==> src/rtl/core/rps_pkg.sv <==
// ----------------------------------------------------------------------------
// Rumble pulse sequencer package
// Request and result types, request and motor command codes, damage table.
// ----------------------------------------------------------------------------
`default_nettype none

package rps_pkg;

  localparam logic [1:0] REQ_TICK   = 2'd0;
  localparam logic [1:0] REQ_START  = 2'd1;
  localparam logic [1:0] REQ_SINGLE = 2'd2;
  localparam logic [1:0] REQ_DAMAGE = 2'd3;

  localparam logic [1:0] CMD_NONE   = 2'd0;
  localparam logic [1:0] CMD_RUMBLE = 2'd1;
  localparam logic [1:0] CMD_SOFT   = 2'd2;
  localparam logic [1:0] CMD_HARD   = 2'd3;

  localparam logic [15:0] DMG_HEAVY  = 16'd100;
  localparam logic [15:0] DMG_HIGH   = 16'd50;
  localparam logic [15:0] DMG_MID    = 16'd25;
  localparam logic [15:0] DMG_LOW    = 16'd10;

  localparam logic [5:0]  LEN_HEAVY  = 6'd60;
  localparam logic [5:0]  LEN_HIGH   = 6'd20;
  localparam logic [5:0]  LEN_MID    = 6'd12;
  localparam logic [5:0]  LEN_LOW    = 6'd9;
  localparam logic [5:0]  LEN_MIN    = 6'd5;

  typedef struct packed {
    logic [1:0]  req_type;
    logic [15:0] on_frames;
    logic [15:0] off_frames;
    logic [7:0]  pulse_count;
    logic        hard_stop;
    logic [15:0] single_frames;
    logic [15:0] damage_amount;
  } req_t;

  typedef struct packed {
    logic [1:0]  motor_cmd;
    logic        motor_running;
    logic [15:0] ticks_left;
  } res_t;

  function automatic logic [5:0] damage_len(input logic [15:0] amount);
    logic [5:0] len;
    begin
      if (amount >= DMG_HEAVY) begin
        len = LEN_HEAVY;
      end else if (amount >= DMG_HIGH) begin
        len = LEN_HIGH;
      end else if (amount >= DMG_MID) begin
        len = LEN_MID;
      end else if (amount >= DMG_LOW) begin
        len = LEN_LOW;
      end else if (amount != 16'd0) begin
        len = LEN_MIN;
      end else begin
        len = 6'd0;
      end
      return len;
    end
  endfunction

endpackage

`default_nettype wire

==> src/rtl/core/rps_in_reg.sv <==
// ----------------------------------------------------------------------------
// Rumble pulse sequencer input register
// Holds one request until the sequencing stage takes it.
// ----------------------------------------------------------------------------
`default_nettype none

module rps_in_reg (
  input  wire logic          clk,
  input  wire logic          rst,
  input  wire logic          in_valid,
  output logic               in_ready,
  input  wire rps_pkg::req_t in_req,
  input  wire logic          advance,
  output logic               held_valid,
  output rps_pkg::req_t      held_req
);
  import rps_pkg::*;

  assign in_ready = !held_valid || advance;

  always_ff @(posedge clk) begin
    if (rst) begin
      held_valid <= 1'b0;
    end else if (in_ready) begin
      held_valid <= in_valid;
    end
  end

  always_ff @(posedge clk) begin
    if (in_ready && in_valid) begin
      held_req <= in_req;
    end
  end

endmodule

`default_nettype wire

==> src/rtl/core/rps_engine.sv <==
// ----------------------------------------------------------------------------
// Rumble pulse sequencer engine
// Pattern state and its single-pass update for one request.
// ----------------------------------------------------------------------------
`default_nettype none

module rps_engine #(
  parameter int FRAME_WIDTH = 16,
  parameter int PULSE_WIDTH = 8
) (
  input  wire logic          clk,
  input  wire logic          rst,
  input  wire logic          advance,
  input  wire rps_pkg::req_t req,
  output rps_pkg::res_t      res
);
  import rps_pkg::*;

  localparam int SW  = (FRAME_WIDTH > 16) ? FRAME_WIDTH : 16;
  localparam int PSW = (PULSE_WIDTH > 8) ? PULSE_WIDTH : 8;
  localparam logic [SW-1:0]  FRAME_MAX = SW'({FRAME_WIDTH{1'b1}});
  localparam logic [PSW-1:0] PULSE_MAX = PSW'({PULSE_WIDTH{1'b1}});

  logic [FRAME_WIDTH-1:0] countdown, countdown_next;
  logic [FRAME_WIDTH-1:0] on_length, on_length_next;
  logic [FRAME_WIDTH-1:0] off_length, off_length_next;
  logic [PULSE_WIDTH-1:0] pulses_remaining, pulses_remaining_next;
  logic                   motor_on, motor_on_next;
  logic                   stop_hard, stop_hard_next;

  logic [FRAME_WIDTH-1:0] on_sat, off_sat, single_sat, cd_dec;
  logic [PSW-1:0]         cnt_w;
  logic [PULSE_WIDTH-1:0] cnt_sat;
  logic [15:0]            single_raw;
  logic [SW-1:0]          cd_wide;
  logic [1:0]             cmd;

  function automatic logic [FRAME_WIDTH-1:0] sat_frame(input logic [15:0] v);
    logic [SW-1:0] w;
    begin
      w = SW'(v);
      if (w > FRAME_MAX) begin
        w = FRAME_MAX;
      end
      return w[FRAME_WIDTH-1:0];
    end
  endfunction

  assign single_raw = (req.req_type == REQ_SINGLE) ? req.single_frames
                                                   : 16'(damage_len(req.damage_amount));
  assign on_sat     = sat_frame(req.on_frames);
  assign off_sat    = sat_frame(req.off_frames);
  assign single_sat = sat_frame(single_raw);
  assign cnt_w      = PSW'(req.pulse_count);
  assign cnt_sat    = (cnt_w > PULSE_MAX) ? PULSE_MAX[PULSE_WIDTH-1:0]
                                          : cnt_w[PULSE_WIDTH-1:0];
  assign cd_dec     = countdown - FRAME_WIDTH'(1);

  always_comb begin
    countdown_next        = countdown;
    on_length_next        = on_length;
    off_length_next       = off_length;
    pulses_remaining_next = pulses_remaining;
    motor_on_next         = motor_on;
    stop_hard_next        = stop_hard;
    cmd                   = CMD_NONE;
    unique case (req.req_type) inside
      REQ_TICK: begin
        if (countdown != '0) begin
          countdown_next = cd_dec;
          if (cd_dec == '0) begin
            if (!motor_on) begin
              motor_on_next  = 1'b1;
              countdown_next = on_length;
              cmd            = CMD_RUMBLE;
            end else if (pulses_remaining <= PULSE_WIDTH'(1)) begin
              pulses_remaining_next = '0;
              motor_on_next         = 1'b0;
              cmd                   = stop_hard ? CMD_HARD : CMD_SOFT;
            end else begin
              pulses_remaining_next = pulses_remaining - PULSE_WIDTH'(1);
              if (off_length != '0) begin
                motor_on_next  = 1'b0;
                countdown_next = off_length;
                cmd            = CMD_SOFT;
              end else begin
                countdown_next = on_length;
              end
            end
          end
        end
      end
      REQ_START: begin
        if (on_sat != '0 && cnt_sat != '0) begin
          on_length_next        = on_sat;
          off_length_next       = off_sat;
          pulses_remaining_next = cnt_sat;
          countdown_next        = on_sat;
          motor_on_next         = 1'b1;
          stop_hard_next        = req.hard_stop;
          cmd                   = CMD_RUMBLE;
        end
      end
      REQ_SINGLE, REQ_DAMAGE: begin
        if (single_sat != '0) begin
          if (motor_on && pulses_remaining == PULSE_WIDTH'(1)) begin
            if (single_sat > countdown) begin
              countdown_next = single_sat;
            end
          end else begin
            on_length_next        = single_sat;
            off_length_next       = '0;
            pulses_remaining_next = PULSE_WIDTH'(1);
            countdown_next        = single_sat;
            motor_on_next         = 1'b1;
            stop_hard_next        = 1'b1;
            cmd                   = CMD_RUMBLE;
          end
        end
      end
    endcase
  end

  assign cd_wide           = SW'(countdown_next);
  assign res.motor_cmd     = cmd;
  assign res.motor_running = motor_on_next;
  assign res.ticks_left    = cd_wide[15:0];

  always_ff @(posedge clk) begin
    if (rst) begin
      countdown        <= '0;
      on_length        <= '0;
      off_length       <= '0;
      pulses_remaining <= '0;
      motor_on         <= 1'b0;
      stop_hard        <= 1'b0;
    end else if (advance) begin
      countdown        <= countdown_next;
      on_length        <= on_length_next;
      off_length       <= off_length_next;
      pulses_remaining <= pulses_remaining_next;
      motor_on         <= motor_on_next;
      stop_hard        <= stop_hard_next;
    end
  end

endmodule

`default_nettype wire

==> src/rtl/core/rps_out_reg.sv <==
// ----------------------------------------------------------------------------
// Rumble pulse sequencer result register
// Holds one result until the consumer takes it.
// ----------------------------------------------------------------------------
`default_nettype none

module rps_out_reg (
  input  wire logic          clk,
  input  wire logic          rst,
  input  wire logic          held_valid,
  input  wire rps_pkg::res_t res_in,
  output logic               advance,
  output logic               out_valid,
  input  wire logic          out_ready,
  output rps_pkg::res_t      res_out
);
  import rps_pkg::*;

  assign advance = held_valid && (!out_valid || out_ready);

  always_ff @(posedge clk) begin
    if (rst) begin
      out_valid <= 1'b0;
    end else if (advance) begin
      out_valid <= 1'b1;
    end else if (out_ready) begin
      out_valid <= 1'b0;
    end
  end

  always_ff @(posedge clk) begin
    if (advance) begin
      res_out <= res_in;
    end
  end

endmodule

`default_nettype wire

==> src/rtl/core/rumble_pulse_sequencer.sv <==
// ----------------------------------------------------------------------------
// Rumble pulse sequencer
// Vibration motor pulse patterns driven by ticks, starts, pulses and damage.
// ----------------------------------------------------------------------------
// Channel    Handshake               Payload
// request    req_valid / req_ready   req_type .. damage_amount
// result     res_valid / res_ready   motor_cmd, motor_running, ticks_left
//
// Path from request to result: input register, then the state update and
// result register. One request per cycle sustained while res_ready is high.
// Synchronous reset clears the pattern state and both valid flags.
// A stalled result holds the held request; requests stop only when both
// registers are full.
// ----------------------------------------------------------------------------
`default_nettype none

module rumble_pulse_sequencer #(
  parameter int FRAME_WIDTH = 16,
  parameter int PULSE_WIDTH = 8
) (
  input  wire logic        clk,
  input  wire logic        rst,
  input  wire logic        req_valid,
  output logic             req_ready,
  input  wire logic [1:0]  req_type,
  input  wire logic [15:0] on_frames,
  input  wire logic [15:0] off_frames,
  input  wire logic [7:0]  pulse_count,
  input  wire logic        hard_stop,
  input  wire logic [15:0] single_frames,
  input  wire logic [15:0] damage_amount,
  output logic             res_valid,
  input  wire logic        res_ready,
  output logic [1:0]       motor_cmd,
  output logic             motor_running,
  output logic [15:0]      ticks_left
);
  import rps_pkg::*;

  req_t in_req, held_req;
  res_t res_next, res_q;
  logic held_valid;
  logic advance;

  assign in_req.req_type      = req_type;
  assign in_req.on_frames     = on_frames;
  assign in_req.off_frames    = off_frames;
  assign in_req.pulse_count   = pulse_count;
  assign in_req.hard_stop     = hard_stop;
  assign in_req.single_frames = single_frames;
  assign in_req.damage_amount = damage_amount;

  rps_in_reg u_in (
    .clk        (clk),
    .rst        (rst),
    .in_valid   (req_valid),
    .in_ready   (req_ready),
    .in_req     (in_req),
    .advance    (advance),
    .held_valid (held_valid),
    .held_req   (held_req)
  );

  rps_engine #(
    .FRAME_WIDTH (FRAME_WIDTH),
    .PULSE_WIDTH (PULSE_WIDTH)
  ) u_engine (
    .clk     (clk),
    .rst     (rst),
    .advance (advance),
    .req     (held_req),
    .res     (res_next)
  );

  rps_out_reg u_out (
    .clk        (clk),
    .rst        (rst),
    .held_valid (held_valid),
    .res_in     (res_next),
    .advance    (advance),
    .out_valid  (res_valid),
    .out_ready  (res_ready),
    .res_out    (res_q)
  );

  assign motor_cmd     = res_q.motor_cmd;
  assign motor_running = res_q.motor_running;
  assign ticks_left    = res_q.ticks_left;

endmodule

`default_nettype wire

==> config.mk <==
export PLATFORM = sky130hd
export DESIGN_NAME = rumble_pulse_sequencer
export DESIGN_NICKNAME = d
export VERILOG_FILES = /design/src/rtl/core/rps_pkg.sv /design/src/rtl/core/rps_in_reg.sv /design/src/rtl/core/rps_engine.sv /design/src/rtl/core/rps_out_reg.sv /design/src/rtl/core/rumble_pulse_sequencer.sv
export SDC_FILE = /design/constraint.sdc
export NUM_CORES = 1
export LEC_CHECK = 0
export ABC_CLOCK_PERIOD_IN_PS = 8530
export BUFFER_PORTS_ARGS = -buffer_cell sky130_fd_sc_hd__buf_2
export CAP_MARGIN = 20
export CORE_MARGIN = 2
export CORE_UTILIZATION = 58
export CTS_CLUSTER_DIAMETER = 40
export DETAILED_ROUTE_END_ITERATION = 8
export PLACE_DENSITY = 0.8
export SLEW_MARGIN = 20
export SYNTH_ARGS = -nofsm -noshare
export SYNTH_HDL_FRONTEND = slang
export SYNTH_SLANG_ARGS = --single-unit
export TNS_END_PERCENT = 20
==> constraint.sdc <==
create_clock -name clk -period 8.53 [get_ports clk]
set_input_delay 2.559 -clock clk [delete_from_list [all_inputs] [get_ports clk]]
set_output_delay 2.559 -clock clk [all_outputs]
set_load 0.02 [all_outputs]
==> impl_metrics.json <==
{
  "setup.worst_path.end": "req_ready",
  "synthesis.area_um2": 7650,
  "finalWirelength_mm": 21.4,
  "irDropWorstVdd_uv": 184,
  "async_flop_share": 0,
  "rows": 41,
  "status": "finished clean",
  "cts_tree": "done",
  "stdcell_count": 1011,
  "setup-tns-final_ps": 0,
  "dp.cells": 979,
  "yosys.cell_count.top_type": "edfxtp_1",
  "slew_viol_final": 0,
  "placed_cell_area_um2": 8270,
  "rsz0062_at_grt": "no",
  "fin_util": 0.696,
  "r2r_start": "u_in.held_req[74]$_DFFE_PP_",
  "die_h_um": 119,
  "synth_top_area_share": 0.369,
  "synth_cell_types": 84,
  "synthTopCellsByArea": "edfxtp_1 (37%), dfxtp_1 (16%), ha_1 (3.3%)",
  "area_delta_synth_final_pct": 16.2,
  "synth_edf_count": 94,
  "n_antenna_cell": 0,
  "post_drt_wl_per_cell_um": 21.2,
  "grt_max_degree": 76,
  "rrSetupSlack_ps": 3920,
  "slew_headroom": 0.355,
  "yosys.area.top_type": "edfxtp_1",
  "die_area_um2": 14100,
  "finClkSkew_ps": 8.17,
  "hold_violations": 0,
  "end_kind": "primary output",
  "drv_cap": 0,
  "die_x_um": 119,
  "gp_congestion": 0.946,
  "postCtsHoldBufs": 0,
  "p_leak_nw": 3.32,
  "fmax_mhz": 176,
  "multi_input_area_um2": 3370,
  "via_per_inst": 6.45,
  "worst_skew_pair.late_latency_ps": 430,
  "cts-root-buf": "clkbuf_16",
  "clk_pin_slew_ps": 60,
  "coreArea_um2": 12800,
  "syn-num-nets": 836,
  "clock-sinks": 154,
  "drc": 0,
  "htreeDepth": 4,
  "synth_ff_type": "edfxtp_1",
  "crit_path_start": "res_ready",
  "yosysSeqAreaShare": 0.526,
  "ctsResizeCount": 0,
  "cts_inserted_buffers": 17,
  "drtIter0Drc": 985,
  "crit_path_start_kind": "input pin",
  "postCtsSetupRepairBufs": 0,
  "io_pins": 100,
  "dr.pass1.iters": 6,
  "min_period_ps": 5680,
  "grt_pass1_vias": 6249,
  "regArea_um2": 4020,
  "rr_worst_depth": 13,
  "clock_path_buffers": 2,
  "ys_ff_latch": 154,
  "min_period_over_period": 0.666,
  "grt_first_pass_wirelength_mm": 34.1,
  "final_cell_area_um2": 8890,
  "layout.nets": 925,
  "crit_type": "in -> out",
  "hpwl_mm": 15.2,
  "p_total_mw": 1.95,
  "worstPathRequired_ps": 5970,
  "synth.avg_cell_area_um2": 10.4,
  "worst_pin_slew_ps": 964,
  "overflow": 0,
  "syn_inst": 737,
  "yosys_warnings": 0,
  "cp_max_fo": 4,
  "vias": 6525,
  "power_density_nw_per_um2": 219,
  "detail-route-antenna-nets": 0,
  "grt_usage": 0.313,
  "hold_class": "reg -> reg",
  "antenna_found_initial": 0,
  "critPathArrivalTime_ps": 3120,
  "initial_core_util": 0.599,
  "fillCellCount": 949,
  "finalSetupViolCount": 0,
  "drive_above_1_share": 0.198,
  "port_buffers": 99,
  "worst_r2r_endpoint": "u_out.res_out[12]$_DFFE_PP_",
  "synthTopCellsByCount": "edfxtp_1 (94), nor2_1 (63), dfxtp_1 (60), nand2_1 (58), a21oi_1 (49)"
}
[cell families after synthesis]
logic type	synth area share
DFF	0.526
AOI/OAI and AO/OA	0.208
and+or+nand+nor	0.178
muxes	0.00916
adders and majority gates	0.0327
buffers and inverters	0.0342
xor gates and xnor gates	0.0124
[how the worst min path moves through the flow]
stage | startpoint | end | slack, ps | cells past startpoint
after global routing | u_in.held_req[55]$_DFFE_PP_ | u_engine.off_length[14]$_SDFFE_PP0P_ | 490 | 1
final | u_in.held_req[52]$_DFFE_PP_ | u_engine.off_length[11]$_SDFFE_PP0P_ | 460 | 1
after detailed placement | u_in.held_req[56]$_DFFE_PP_ | u_engine.off_length[15]$_SDFFE_PP0P_ | 450 | 1
after global placement | u_in.held_req[53]$_DFFE_PP_ | u_engine.off_length[12]$_SDFFE_PP0P_ | 450 | 1
after floorplan | u_in.held_req[41]$_DFFE_PP_ | u_engine.off_length[0]$_SDFFE_PP0P_ | 440 | 1
after CTS | u_in.held_req[52]$_DFFE_PP_ | u_engine.off_length[11]$_SDFFE_PP0P_ | 460 | 1
[routing by layer]
metal  track usage  up-vias  share of wire
li1              -     3016              -
met1         0.442     3067           0.42
met2         0.464      403           0.44
met3        0.0896       39           0.11
met4         0.109        0          0.023
met5             0        -              0
[layout by cell type (no fill, tap or decap), types with 8 or more instances in the layout]
cell type / synthesis / layout
a22o_1: 18 / 18
a211oi_1: 19 / 19
a22oi_1: 8 / 8
o21ai_0: 29 / 29
nor3_1: 25 / 25
nand3_1: 11 / 11
or3_1: 12 / 12
a221oi_1: 10 / 10
ha_1: 20 / 20
buf_2: 8 / 99
edfxtp_1: 94 / 94
clkbuf_16: 0 / 17
nor2_1: 63 / 63
a21oi_1: 49 / 48
nand2b_1: 12 / 12
nor4_1: 19 / 19
nand2_1: 58 / 58
and2_1: 16 / 15
buf_4: 0 / 10
dfxtp_1: 60 / 60
o22ai_1: 16 / 16
inv_1: 23 / 23
[critical path, cell delays in order]
cell     delay, ps
buf_2           90
nor2b_1        190
nand2_1        100
buf_2          170
[power breakdown]
group	total, mW	internal (mW)	switching (mW)
registers	0.876	0.838	0.0381
logic	0.274	0.102	0.171
clock network	0.800	0.500	0.300
[final cells by class]
class / count / share of cell area
flip-flops and latches: 154 / 0.453
multi-input cells: 520 / 0.379
repair buffers: 109 / 0.0642
clock buffers: 22 / 0.0511
well taps: 172 / 0.0242
clock inverters: 10 / 0.0189
inverters: 24 / 0.0101
[state kept, by name, summed over array words and instances, names as in the netlist]
signal / cells
u_in.held_valid: 1
u_engine.off_length: 16
u_engine.countdown: 16
u_in.held_req: 75
u_engine.stop_hard: 1
u_engine.motor_on: 1
u_out.out_valid: 1
u_out.res_out: 19
u_engine.on_length: 16
u_engine.pulses_remaining: 8
[per-stage QoR]
step / hold WS (ps) / setup WS [ps]
floorplan: 442 / 3060
global placement: 448 / 2860
detailed placement: 449 / 2860
CTS: 464 / 2850
global route: 488 / 2770
finish: 463 / 2850
(Power assumes the default switching activity.)
